### src/design/assert_macros.svh
// assertion helpers included by the core design file
`ifndef ASSERT_MACROS_SVH
`define ASSERT_MACROS_SVH

// condition holds at every rising clock edge outside reset
`define ASSERT_ALWAYS(label, clk, rst, cond) \
  label: assert property (@(posedge clk) disable iff (rst) (cond)) \
    else $error("assertion failed");

// antecedent implies consequent in the same cycle
`define ASSERT_IMPLIES(label, clk, rst, ante, cons) \
  label: assert property (@(posedge clk) disable iff (rst) (ante) |-> (cons)) \
    else $error("assertion failed");

// antecedent implies consequent in the next cycle
`define ASSERT_NEXT(label, clk, rst, ante, cons) \
  label: assert property (@(posedge clk) disable iff (rst) (ante) |=> (cons)) \
    else $error("assertion failed");

`endif

### src/design/mbt_pkg.sv
`timescale 1ns / 1ps
package mbt_pkg;

  // table size and internal resolution
  localparam int MAX_SEGMENTS = 16;
  localparam int INTERNAL_RES = 480;
  localparam int SEG_IDX_W    = $clog2(MAX_SEGMENTS);
  localparam int SEG_CNT_W    = $clog2(MAX_SEGMENTS + 1);

  // field widths
  localparam int TICK_W     = 31;
  localparam int TPQ_W      = 15;
  localparam int MEAS_W     = 20;
  localparam int BEAT_W     = 8;
  localparam int STICK_W    = 16;
  localparam int PRE_W      = 32;
  localparam int NUM_W      = 8;
  localparam int DLOG_W     = 3;
  localparam int CPC_W      = 8;
  localparam int BEAT_LEN_W = 20;
  localparam int MEAS_LEN_W = 26;
  localparam int RES_W      = $clog2(INTERNAL_RES + 1);

  // shared divider sizes
  localparam int DIV_W     = TICK_W + RES_W;
  localparam int DVS_W     = MEAS_LEN_W;
  localparam int DIV_CNT_W = $clog2(DIV_W + 1);

  // musical constants
  localparam int CLOCKS_PER_QUARTER = 24;
  localparam int QUARTERS_PER_WHOLE = 4;

  typedef enum logic [1:0] {
    OP_CLEAR = 2'd0,
    OP_EVENT = 2'd1,
    OP_QUERY = 2'd2,
    OP_NONE  = 2'd3
  } opcode_t;

  typedef enum logic [2:0] {
    STS_OK       = 3'd0,
    STS_PRE_BAR  = 3'd1,
    STS_FULL     = 3'd2,
    STS_ZERO_LEN = 3'd3,
    STS_ORDER    = 3'd4
  } status_t;

  typedef struct packed {
    logic             start;
    logic [DIV_W-1:0] dividend;
    logic [DVS_W-1:0] divisor;
  } div_req_t;

  typedef struct packed {
    logic             done;
    logic [DIV_W-1:0] quotient;
    logic [DVS_W-1:0] remainder;
  } div_rsp_t;

endpackage

### src/design/mbt_div.sv
`timescale 1ns / 1ps
module mbt_div (
  input  logic              clk,
  input  logic              rst,
  input  mbt_pkg::div_req_t req,
  output mbt_pkg::div_rsp_t rsp
);

  logic                           busy;
  logic [mbt_pkg::DIV_CNT_W-1:0]  cnt;
  logic [mbt_pkg::DIV_W-1:0]      quo;
  logic [mbt_pkg::DVS_W-1:0]      rem;
  logic [mbt_pkg::DVS_W-1:0]      dvs;
  logic                           done;
  logic [mbt_pkg::DVS_W:0]        trial;
  logic                           fits;

  // one restoring step per cycle while busy
  assign trial = {rem, quo[mbt_pkg::DIV_W-1]};
  assign fits  = trial >= {1'b0, dvs};

  always_ff @(posedge clk) begin
    if (rst) begin
      busy <= 1'b0;
      done <= 1'b0;
      cnt  <= '0;
    end else begin
      done <= 1'b0;
      if (req.start) begin
        busy <= 1'b1;
        cnt  <= mbt_pkg::DIV_CNT_W'(mbt_pkg::DIV_W);
        quo  <= req.dividend;
        rem  <= '0;
        dvs  <= req.divisor;
      end else if (busy) begin
        if (fits) begin
          rem <= mbt_pkg::DVS_W'(trial - {1'b0, dvs});
        end else begin
          rem <= trial[mbt_pkg::DVS_W-1:0];
        end
        quo <= {quo[mbt_pkg::DIV_W-2:0], fits};
        cnt <= cnt - 1'b1;
        if (cnt == mbt_pkg::DIV_CNT_W'(1)) begin
          busy <= 1'b0;
          done <= 1'b1;
        end
      end
    end
  end

  assign rsp.done      = done;
  assign rsp.quotient  = quo;
  assign rsp.remainder = rem;

endmodule

### src/design/measure_beat_tick_position_core.sv
`timescale 1ns / 1ps
// clear: result through S_FINISH once the output register is free; unknown opcode likewise
// event: up to two passes of the bit-serial divider
// query: a scan of up to 16 segments plus three divider passes; one pass before measure one
// one item at a time; input ready again as soon as the result register loads
// rst (synchronous) sets resolution 480, offset 0 and a single 4/4 segment
module measure_beat_tick_position_core (
  input  logic          clk,
  input  logic          rst,
  input  logic          s_tvalid,
  output logic          s_tready,
  input  logic [55:0]   s_tdata,   // tick_time, sig_numerator, sig_denominator_log2,
                                   // clocks_per_click, zero pad
  input  logic [1:0]    s_tuser,   // opcode
  output logic          m_tvalid,
  input  logic          m_tready,
  output logic [143:0]  m_tdata,   // measure_number, beat_number, scaled_tick,
                                   // pre_bar_offset, range_start, range_end, zero pad
  output logic [2:0]    m_tuser,   // status
  input  logic          cfg_we,
  input  logic          cfg_index,
  input  logic [30:0]   cfg_data
);

`include "assert_macros.svh"

  localparam int TW  = mbt_pkg::TICK_W;
  localparam int IW  = mbt_pkg::SEG_IDX_W;
  localparam int CW  = mbt_pkg::SEG_CNT_W;
  localparam int DW  = mbt_pkg::DIV_W;
  localparam int VW  = mbt_pkg::DVS_W;
  localparam int MW  = mbt_pkg::MEAS_W;
  localparam int BLW = mbt_pkg::BEAT_LEN_W;
  localparam int MLW = mbt_pkg::MEAS_LEN_W;

  typedef enum logic [11:0] {
    S_IDLE   = 12'b000000000001,
    S_EV_LEN = 12'b000000000010,
    S_EV_BT  = 12'b000000000100,
    S_EV_CHK = 12'b000000001000,
    S_EV_APP = 12'b000000010000,
    S_Q_SCAN = 12'b000000100000,
    S_Q_CHK  = 12'b000001000000,
    S_Q_MEAS = 12'b000010000000,
    S_Q_BEAT = 12'b000100000000,
    S_Q_TICK = 12'b001000000000,
    S_PRE    = 12'b010000000000,
    S_FINISH = 12'b100000000000
  } state_t;

  state_t state;

  // configuration
  logic [mbt_pkg::TPQ_W-1:0] tpq;
  logic [TW-1:0]             offset;

  // segment table
  logic [TW-1:0]  seg_start   [mbt_pkg::MAX_SEGMENTS];
  logic [MW-1:0]  seg_fm      [mbt_pkg::MAX_SEGMENTS];
  logic [BLW-1:0] seg_bt      [mbt_pkg::MAX_SEGMENTS];
  logic [MLW-1:0] seg_mt      [mbt_pkg::MAX_SEGMENTS];
  logic [CW-1:0]  seg_count;
  logic [IW-1:0]  rd_idx;

  // latched item
  logic [TW-1:0]              tick_r;
  logic [mbt_pkg::NUM_W-1:0]  num_r;
  logic [mbt_pkg::DLOG_W-1:0] dl_r;
  logic [mbt_pkg::CPC_W-1:0]  cpc_r;

  // event and query working registers
  logic [BLW-1:0] ev_bt;
  logic [MLW-1:0] ev_mt;
  logic [TW-1:0]  k_start;
  logic [MW-1:0]  k_fm;
  logic [BLW-1:0] k_bt;
  logic [MLW-1:0] k_mt;
  logic           has_next;
  logic [TW-1:0]  next_start;

  // result being built and result register
  mbt_pkg::status_t        w_status;
  logic [MW-1:0]           w_meas;
  logic [7:0]              w_beat;
  logic [15:0]             w_tk;
  logic [31:0]             w_pre;
  logic [TW-1:0]           w_rs;
  logic [TW-1:0]           w_re;
  logic [143:0]            out_data;
  logic [2:0]              out_user;

  mbt_pkg::div_req_t div_req;
  mbt_pkg::div_rsp_t div_rsp;

  mbt_div u_div (
    .clk (clk),
    .rst (rst),
    .req (div_req),
    .rsp (div_rsp)
  );

  // input fields
  mbt_pkg::opcode_t in_op;
  logic [TW-1:0]    in_tick;
  assign in_op   = mbt_pkg::opcode_t'(s_tuser);
  assign in_tick = s_tdata[30:0];

  // table reads
  logic [TW-1:0]  rd_start;
  logic [MW-1:0]  rd_fm;
  logic [MLW-1:0] rd_mt;
  logic [IW-1:0]  last_idx;
  logic [TW-1:0]  pre_diff;
  assign rd_start = seg_start[rd_idx];
  assign rd_fm    = seg_fm[rd_idx];
  assign rd_mt    = seg_mt[rd_idx];
  assign last_idx = IW'(seg_count - 1'b1);
  assign pre_diff = seg_start[0] - in_tick;

  // segment lengths from the current resolution
  logic [MLW-1:0] tpq_x4;
  logic [MLW-1:0] mt_prod;
  assign tpq_x4  = MLW'(tpq) * MLW'(mbt_pkg::QUARTERS_PER_WHOLE);
  assign mt_prod = tpq_x4 * MLW'(num_r);

  // arithmetic on divider results
  logic [DW:0]   app_sum;
  logic [DW:0]   q_sum;
  logic [TW-1:0] q_rs;
  logic [TW:0]   q_en;
  logic [TW:0]   q_en_clip;
  logic [DW-1:0] tk_mul;
  logic [31:0]   pre_mag;
  assign app_sum = (DW+1)'(rd_fm) + (DW+1)'(div_rsp.quotient)
                 + (DW+1)'(div_rsp.remainder != '0);
  assign q_sum   = (DW+1)'(k_fm) + (DW+1)'(div_rsp.quotient);
  assign q_rs    = tick_r - TW'(div_rsp.remainder);
  assign q_en    = {1'b0, q_rs} + (TW+1)'(k_mt);
  assign tk_mul  = DW'(div_rsp.remainder[BLW-1:0]) * DW'(mbt_pkg::INTERNAL_RES);
  assign pre_mag = (div_rsp.quotient > DW'(32'h8000_0000)) ? 32'h8000_0000
                                                           : div_rsp.quotient[31:0];

  // end of measure, clipped to next segment and to the tick range
  always_comb begin
    q_en_clip = q_en;
    if (has_next && q_en > {1'b0, next_start}) q_en_clip = {1'b0, next_start};
    if (q_en_clip > {1'b0, {TW{1'b1}}}) q_en_clip = {1'b0, {TW{1'b1}}};
  end

  assign s_tready = (state == S_IDLE);
  assign m_tdata  = out_data;
  assign m_tuser  = out_user;

  // configuration writes
  always_ff @(posedge clk) begin
    if (rst) begin
      tpq    <= mbt_pkg::TPQ_W'(480);
      offset <= '0;
    end else if (cfg_we) begin
      if (cfg_index) offset <= cfg_data;
      else tpq <= cfg_data[mbt_pkg::TPQ_W-1:0];
    end
  end

  // sequencer, table and result register
  always_ff @(posedge clk) begin
    if (rst) begin
      state        <= S_IDLE;
      m_tvalid     <= 1'b0;
      seg_count    <= CW'(1);
      seg_start[0] <= '0;
      seg_fm[0]    <= MW'(1);
      seg_bt[0]    <= BLW'(480);
      seg_mt[0]    <= MLW'(1920);
      rd_idx       <= '0;
      div_req      <= '0;
    end else begin
      div_req.start <= 1'b0;
      if (m_tvalid && m_tready) m_tvalid <= 1'b0;
      unique case (state)
        S_IDLE: begin
          if (s_tvalid) begin
            tick_r   <= in_tick;
            num_r    <= s_tdata[38:31];
            dl_r     <= s_tdata[41:39];
            cpc_r    <= s_tdata[49:42];
            w_status <= mbt_pkg::STS_OK;
            w_meas   <= '0;
            w_beat   <= '0;
            w_tk     <= '0;
            w_pre    <= '0;
            w_rs     <= '0;
            w_re     <= '0;
            state    <= S_FINISH;
            case (in_op)
              mbt_pkg::OP_CLEAR: begin
                seg_start[0] <= offset;
                seg_fm[0]    <= MW'(1);
                seg_bt[0]    <= BLW'(tpq);
                seg_mt[0]    <= tpq_x4;
                seg_count    <= CW'(1);
              end
              mbt_pkg::OP_EVENT: state <= S_EV_LEN;
              mbt_pkg::OP_QUERY: begin
                if (tpq == '0) begin
                  w_status <= mbt_pkg::STS_ZERO_LEN;
                end else if (in_tick < seg_start[0]) begin
                  div_req.start    <= 1'b1;
                  div_req.dividend <= DW'(pre_diff) * DW'(mbt_pkg::INTERNAL_RES);
                  div_req.divisor  <= VW'(tpq);
                  state            <= S_PRE;
                end else begin
                  rd_idx <= '0;
                  state  <= S_Q_SCAN;
                end
              end
              default: ;
            endcase
          end
        end
        // measure length by shift, beat length through the divider
        S_EV_LEN: begin
          ev_mt            <= mt_prod >> dl_r;
          div_req.start    <= 1'b1;
          div_req.dividend <= DW'(tpq) * DW'(cpc_r);
          div_req.divisor  <= VW'(mbt_pkg::CLOCKS_PER_QUARTER);
          state            <= S_EV_BT;
        end
        S_EV_BT: begin
          if (div_rsp.done) begin
            ev_bt <= div_rsp.quotient[BLW-1:0];
            if (div_rsp.quotient == '0 || ev_mt == '0) begin
              w_status <= mbt_pkg::STS_ZERO_LEN;
              state    <= S_FINISH;
            end else begin
              rd_idx <= last_idx;
              state  <= S_EV_CHK;
            end
          end
        end
        // overwrite, reject or start the measure count of a new segment
        S_EV_CHK: begin
          state <= S_FINISH;
          if (tick_r <= seg_start[0] || tick_r == rd_start) begin
            seg_bt[rd_idx] <= ev_bt;
            seg_mt[rd_idx] <= ev_mt;
          end else if (tick_r < rd_start) begin
            w_status <= mbt_pkg::STS_ORDER;
          end else if (seg_count >= CW'(mbt_pkg::MAX_SEGMENTS)) begin
            w_status <= mbt_pkg::STS_FULL;
          end else if (rd_mt == '0) begin
            w_status <= mbt_pkg::STS_ZERO_LEN;
          end else begin
            div_req.start    <= 1'b1;
            div_req.dividend <= DW'(tick_r - rd_start);
            div_req.divisor  <= rd_mt;
            state            <= S_EV_APP;
          end
        end
        S_EV_APP: begin
          if (div_rsp.done) begin
            seg_start[seg_count[IW-1:0]] <= tick_r;
            seg_fm[seg_count[IW-1:0]]    <= (app_sum > (DW+1)'({MW{1'b1}}))
                                            ? {MW{1'b1}} : app_sum[MW-1:0];
            seg_bt[seg_count[IW-1:0]]    <= ev_bt;
            seg_mt[seg_count[IW-1:0]]    <= ev_mt;
            seg_count                    <= seg_count + 1'b1;
            state                        <= S_FINISH;
          end
        end
        // walk the segments, one a cycle, keeping the last that starts in time
        S_Q_SCAN: begin
          if (rd_idx == '0 || rd_start <= tick_r) begin
            k_start <= rd_start;
            k_fm    <= rd_fm;
            k_bt    <= seg_bt[rd_idx];
            k_mt    <= rd_mt;
            if (rd_idx == last_idx) begin
              has_next <= 1'b0;
              state    <= S_Q_CHK;
            end else begin
              rd_idx <= rd_idx + 1'b1;
            end
          end else begin
            has_next   <= 1'b1;
            next_start <= rd_start;
            state      <= S_Q_CHK;
          end
        end
        S_Q_CHK: begin
          if (k_mt == '0 || k_bt == '0) begin
            w_status <= mbt_pkg::STS_ZERO_LEN;
            state    <= S_FINISH;
          end else begin
            div_req.start    <= 1'b1;
            div_req.dividend <= DW'(tick_r - k_start);
            div_req.divisor  <= k_mt;
            state            <= S_Q_MEAS;
          end
        end
        // measures and bounds, then beat from the remainder
        S_Q_MEAS: begin
          if (div_rsp.done) begin
            w_meas <= (q_sum > (DW+1)'({MW{1'b1}})) ? {MW{1'b1}} : q_sum[MW-1:0];
            w_rs   <= q_rs;
            w_re   <= q_en_clip[TW-1:0];
            div_req.start    <= 1'b1;
            div_req.dividend <= DW'(div_rsp.remainder);
            div_req.divisor  <= VW'(k_bt);
            state            <= S_Q_BEAT;
          end
        end
        S_Q_BEAT: begin
          if (div_rsp.done) begin
            w_beat <= (div_rsp.quotient >= DW'(255)) ? 8'd255
                                                     : div_rsp.quotient[7:0] + 8'd1;
            div_req.start    <= 1'b1;
            div_req.dividend <= tk_mul;
            div_req.divisor  <= VW'(tpq);
            state            <= S_Q_TICK;
          end
        end
        S_Q_TICK: begin
          if (div_rsp.done) begin
            w_tk  <= (div_rsp.quotient > DW'(16'hFFFF)) ? 16'hFFFF
                                                        : div_rsp.quotient[15:0];
            state <= S_FINISH;
          end
        end
        // scaled distance to measure one
        S_PRE: begin
          if (div_rsp.done) begin
            w_status <= mbt_pkg::STS_PRE_BAR;
            w_pre    <= 32'd0 - pre_mag;
            w_re     <= seg_start[0];
            state    <= S_FINISH;
          end
        end
        // hand the result to the output register once it is free
        S_FINISH: begin
          if (!m_tvalid || m_tready) begin
            m_tvalid <= 1'b1;
            out_user <= w_status;
            out_data <= {6'd0, w_re, w_rs, w_pre, w_tk, w_beat, w_meas};
            state    <= S_IDLE;
          end
        end
        default: state <= S_IDLE;
      endcase
    end
  end

  // states that wait on the divider, and the legal segment count
  logic div_wait;
  logic count_ok;
  assign div_wait = state inside {S_EV_BT, S_EV_APP, S_Q_MEAS, S_Q_BEAT, S_Q_TICK, S_PRE};
  assign count_ok = seg_count >= CW'(1) && seg_count <= CW'(mbt_pkg::MAX_SEGMENTS);

  // checks
  `ASSERT_ALWAYS(a_count_range, clk, rst, count_ok)
  `ASSERT_NEXT(a_busy_after_transfer, clk, rst, s_tvalid && s_tready, !s_tready)
  `ASSERT_IMPLIES(a_div_waited, clk, rst, div_rsp.done, div_wait)
  `ASSERT_IMPLIES(a_load_from_finish, clk, rst, $rose(m_tvalid), $past(state == S_FINISH))

endmodule

### config.mk
export PLATFORM = sky130hd
export DESIGN_NAME = measure_beat_tick_position_core
export DESIGN_NICKNAME = d
export VERILOG_FILES = /design/src/design/mbt_pkg.sv /design/src/design/mbt_div.sv /design/src/design/measure_beat_tick_position_core.sv
export VERILOG_INCLUDE_DIRS = /design/src /design/src/design
export SDC_FILE = /design/constraint.sdc
export NUM_CORES = 2
export LEC_CHECK = 0
export BUFFER_PORTS_ARGS = -buffer_cell sky130_fd_sc_hd__buf_2
export CAP_MARGIN = 25
export CORE_MARGIN = 3
export CORE_UTILIZATION = 45
export DETAILED_ROUTE_END_ITERATION = 7
export PLACE_DENSITY = 0.57
export SETUP_SLACK_MARGIN = 0.15
export SYNTH_ARGS = -nofsm -noshare
export SYNTH_HDL_FRONTEND = slang
export SYNTH_HIERARCHICAL = 1
export SYNTH_SLANG_ARGS = --single-unit
### constraint.sdc
create_clock -name clk -period 17.54 [get_ports clk]
set_input_delay 3.508 -clock clk [delete_from_list [all_inputs] [get_ports clk]]
set_output_delay 3.508 -clock clk [all_outputs]
set_load 0.01 [all_outputs]
==> out/metrics.csv <==
stage,metric,value,unit
setup_path,crit_family,compound AO/OA/AOI/OAI gates,
worst_hold_path,hp-start,w_rs[16]$_SDFFCE_PN0P_,
sta,slew_viol_final,0,
route,first_iter_violations,8467,
synthesis,synth.most_common_cell,edfxtp_1,
sta,slew_headroom,16.18,%
route,wl,361900,um
cells_and_area,final_nets,8854,
setup_path,crit_top_cell,o21ai_0,
cts,cts_setup_buffers,0,
run_status,status,completed,
worst_hold_path,hold_path_end,m_tdata[92]$_DFFE_PP_,
sta,fmax,101.3,MHz
setup_path,startpoint_type,flip-flop,
grt,grt_pass1_wl,513600,um
synthesis,synth_top_area_cell,edfxtp_1,
cts,path_clk_slew,60,ps
power,power_density,135.9,nW/um^2
synthesis,ys.flop_type,edfxtp_1,
grt,grt_overflow,0,
setup_path,path_buf_inv,3,
cells_and_area,utilization,50.80,%
route,wl_per_cell,31.18,um
setup_path,cpPeakStageDelay,750,ps
power,ir_drop,0.1178,mV
cts,clk_latency,940,ps
setup_path,crit_required,18130,ps
synthesis,synth_edf_count,2133,
setup_path,crit_slowest_cell,edfxtp_1,
setup_path,critPathKind,flip-flop to flip-flop,
setup_path,cp.arrival,10460,ps
worst_hold_path,min_path_cells,0,
route,vias,71370,
sta,tightest_slew,1246,ps
worst_hold_path,hold_path.class,flip-flop to flip-flop,
synthesis,yosys_warnings,6,
route,routed_via_density,6.148,
sta,finalHoldViolCount,0,
route,ant_nets,0,
synthesis,syn-instance-count,7762,
grt,antenna_found_initial,37,
sta,setup_viol,0,
grt,grt_pass1_vias,69770,
cells_and_area,area_growth,12.02,%
cells_and_area,drive_gt1_share,17.48,%
power,power_leakage,0.04596,uW
job,drv_cap,0,
die,die_area,257300,um^2
synthesis,synth_common_cells,"edfxtp_1 (2133), nand2_1 (522), inv_1 (501), mux4_2 (464), ha_1 (447)",
placed_design,portBuffers,231,
setup_path,cp_max_fo,29,
synthesis,async_flop_share,0,%
route,drtPass1Iterations,8,
setup_path,r2r-end,w_re[6]$_SDFFCE_PN0P_,
placed_design,placed_area,118600,um^2
cts,cts_made_buffers,237,
synthesis,synthDistinctLibCells,106,
die,die_x,507.3,um
die,start_util,45.34,%
cts,clockBufferDepth,3,
synthesis,synth_area_leaders,"edfxtp_1 (57%), mux4_2 (9.2%), ha_1 (4.9%)",
placed_design,gp_congestion,0.9624,
cts,cts_resized,0,
synthesis,yosysSeqAreaShare,59.23,%
synthesis,synth_area,113100,um^2
grt,grt_max_degree,121,
cts,cts_sinks,2279,
sta,timing.setup.tns,0,ps
synthesis,yosysTopAreaCellShare,56.65,%
die,num_rows,183,
die,dieHeight,507.3,um
cells_and_area,fillers,20890,
cts,hold_buffers,0,
setup_path,reg2regPathDepth,30,
sta,fin_hold_ws,378.9,ps
placed_design,place_hpwl,248400,um
route,drc_errors,0,
synthesis,avgSynthCellArea,14.57,um^2
sta,fin_crit_sh,56.27,%
setup_path,end_kind,flip-flop,
sta,rsz0062_at_grt,no,
cts,cts_root_buffer,clkbuf_16,
cts,htreeDepth,4,
sta,fin_crit,9869,ps
grt,grtUsageTotal,27.86,%
setup_path,rr_startpoint,u_div/rem[2]$_SDFFCE_PP0P_,
setup_path,rrSetupSlack,7670,ps
sta,worst_clock_skew,120.7,ps
cells_and_area,finalInstanceArea,126700,um^2
cts,cts_tree,yes,
die,pin_count,244,
die,core-area,249300,um^2
synthesis,synth_seq_cells,2279,
[cell families after synthesis]
group                    Yosys count  share of synthesized area [%]
buffers and inverters            863                          3.001
adder cells (fa/ha/maj)          708                          9.568
XOR/XNOR                         301                          2.332
other                              1                       0.003317
AO/OA/AOI/OAI                   1469                          8.936
AND/OR/NAND/NOR                 1587                          6.827
flip-flops                      2279                          59.23
multiplexers                     554                          10.10
[worst max path at each step]
| stage | start | to | slack, ps | cells after the start |
|---|---|---|---|---|
| 6_report | u_div/rem[2]$_SDFFCE_PP0P_ | w_re[6]$_SDFFCE_PN0P_ | 7670 | 30 |
| 5_1_grt | u_div/rem[2]$_SDFFCE_PP0P_ | w_re[5]$_SDFFCE_PN0P_ | 7280 | 30 |
| 4_1_cts | u_div/rem[2]$_SDFFCE_PP0P_ | w_re[6]$_SDFFCE_PN0P_ | 7980 | 30 |
| 3_5_place_dp | s_tdata[0] | div_req[64]$_SDFFE_PP0P_ | 7060 | 24 |
| 3_3_place_gp | s_tdata[0] | div_req[64]$_SDFFE_PP0P_ | 7160 | 24 |
| 2_1_floorplan | rst | m_tdata[0]$_DFFE_PP_ | 2520 | 3 |
[per-stage QoR]
stage          cells  total power (uW)  setup WS, ps
2_1_floorplan   7768             10490          2523
3_3_place_gp   11130             12130          7160
3_5_place_dp   11140             12150          7057
4_1_cts        11580             17230          7979
5_1_grt        11600             18040          7278
6_report       11610             17210          7671
[layer usage]
layer	GRT usage (%)	vias up	wire, um
li1	-	30410	-
met1	40.55	37090	153800
met2	42.15	3305	162000
met3	4.840	558	31120
met4	10.25	2	14950
met5	0	-	13
[cell usage in the layout, fill, tap and decap left out, types with 231 or more instances in the layout]
| master | n |
|---|---|
| ha_1 | 447 |
| inv_1 | 501 |
| a21oi_1 | 413 |
| nor2_1 | 286 |
| edfxtp_1 | 2133 |
| buf_2 | 231 |
| nand2_1 | 522 |
| mux4_2 | 464 |
| fa_1 | 261 |
| clkbuf_16 | 238 |
[registers in the layout (all words and copies together), names as in the netlist, 32 cells and up, named ones only]
name and count:
seg_start 496, u_div/quo 40, seg_fm 320, m_tdata 138, seg_mt 400, div_req 66
w_pre 32, seg_bt 320
[where the power goes]
group | internal [uW] | total, uW | switching [uW]
logic | 2360 | 5800 | 3430
clock network | 2850 | 5060 | 2210
registers | 6120 | 6350 | 232
[area by class of cell]
| type | count | area, um^2 | share of cell area (%) |
|---|---|---|---|
| multi-input combinational | 4626 | 43110 | 34.04 |
| antenna | 19 | 47.55 | 0.03754 |
| sequential | 2279 | 67000 | 52.90 |
| tap | 3330 | 4167 | 3.290 |
| timing repair buffer | 403 | 2557 | 2.019 |
| inverter | 504 | 1892 | 1.494 |
| clock buffer | 284 | 6218 | 4.910 |
| clock inverter | 163 | 1667 | 1.316 |
Note: power is estimated with default switching activity, not from simulation.
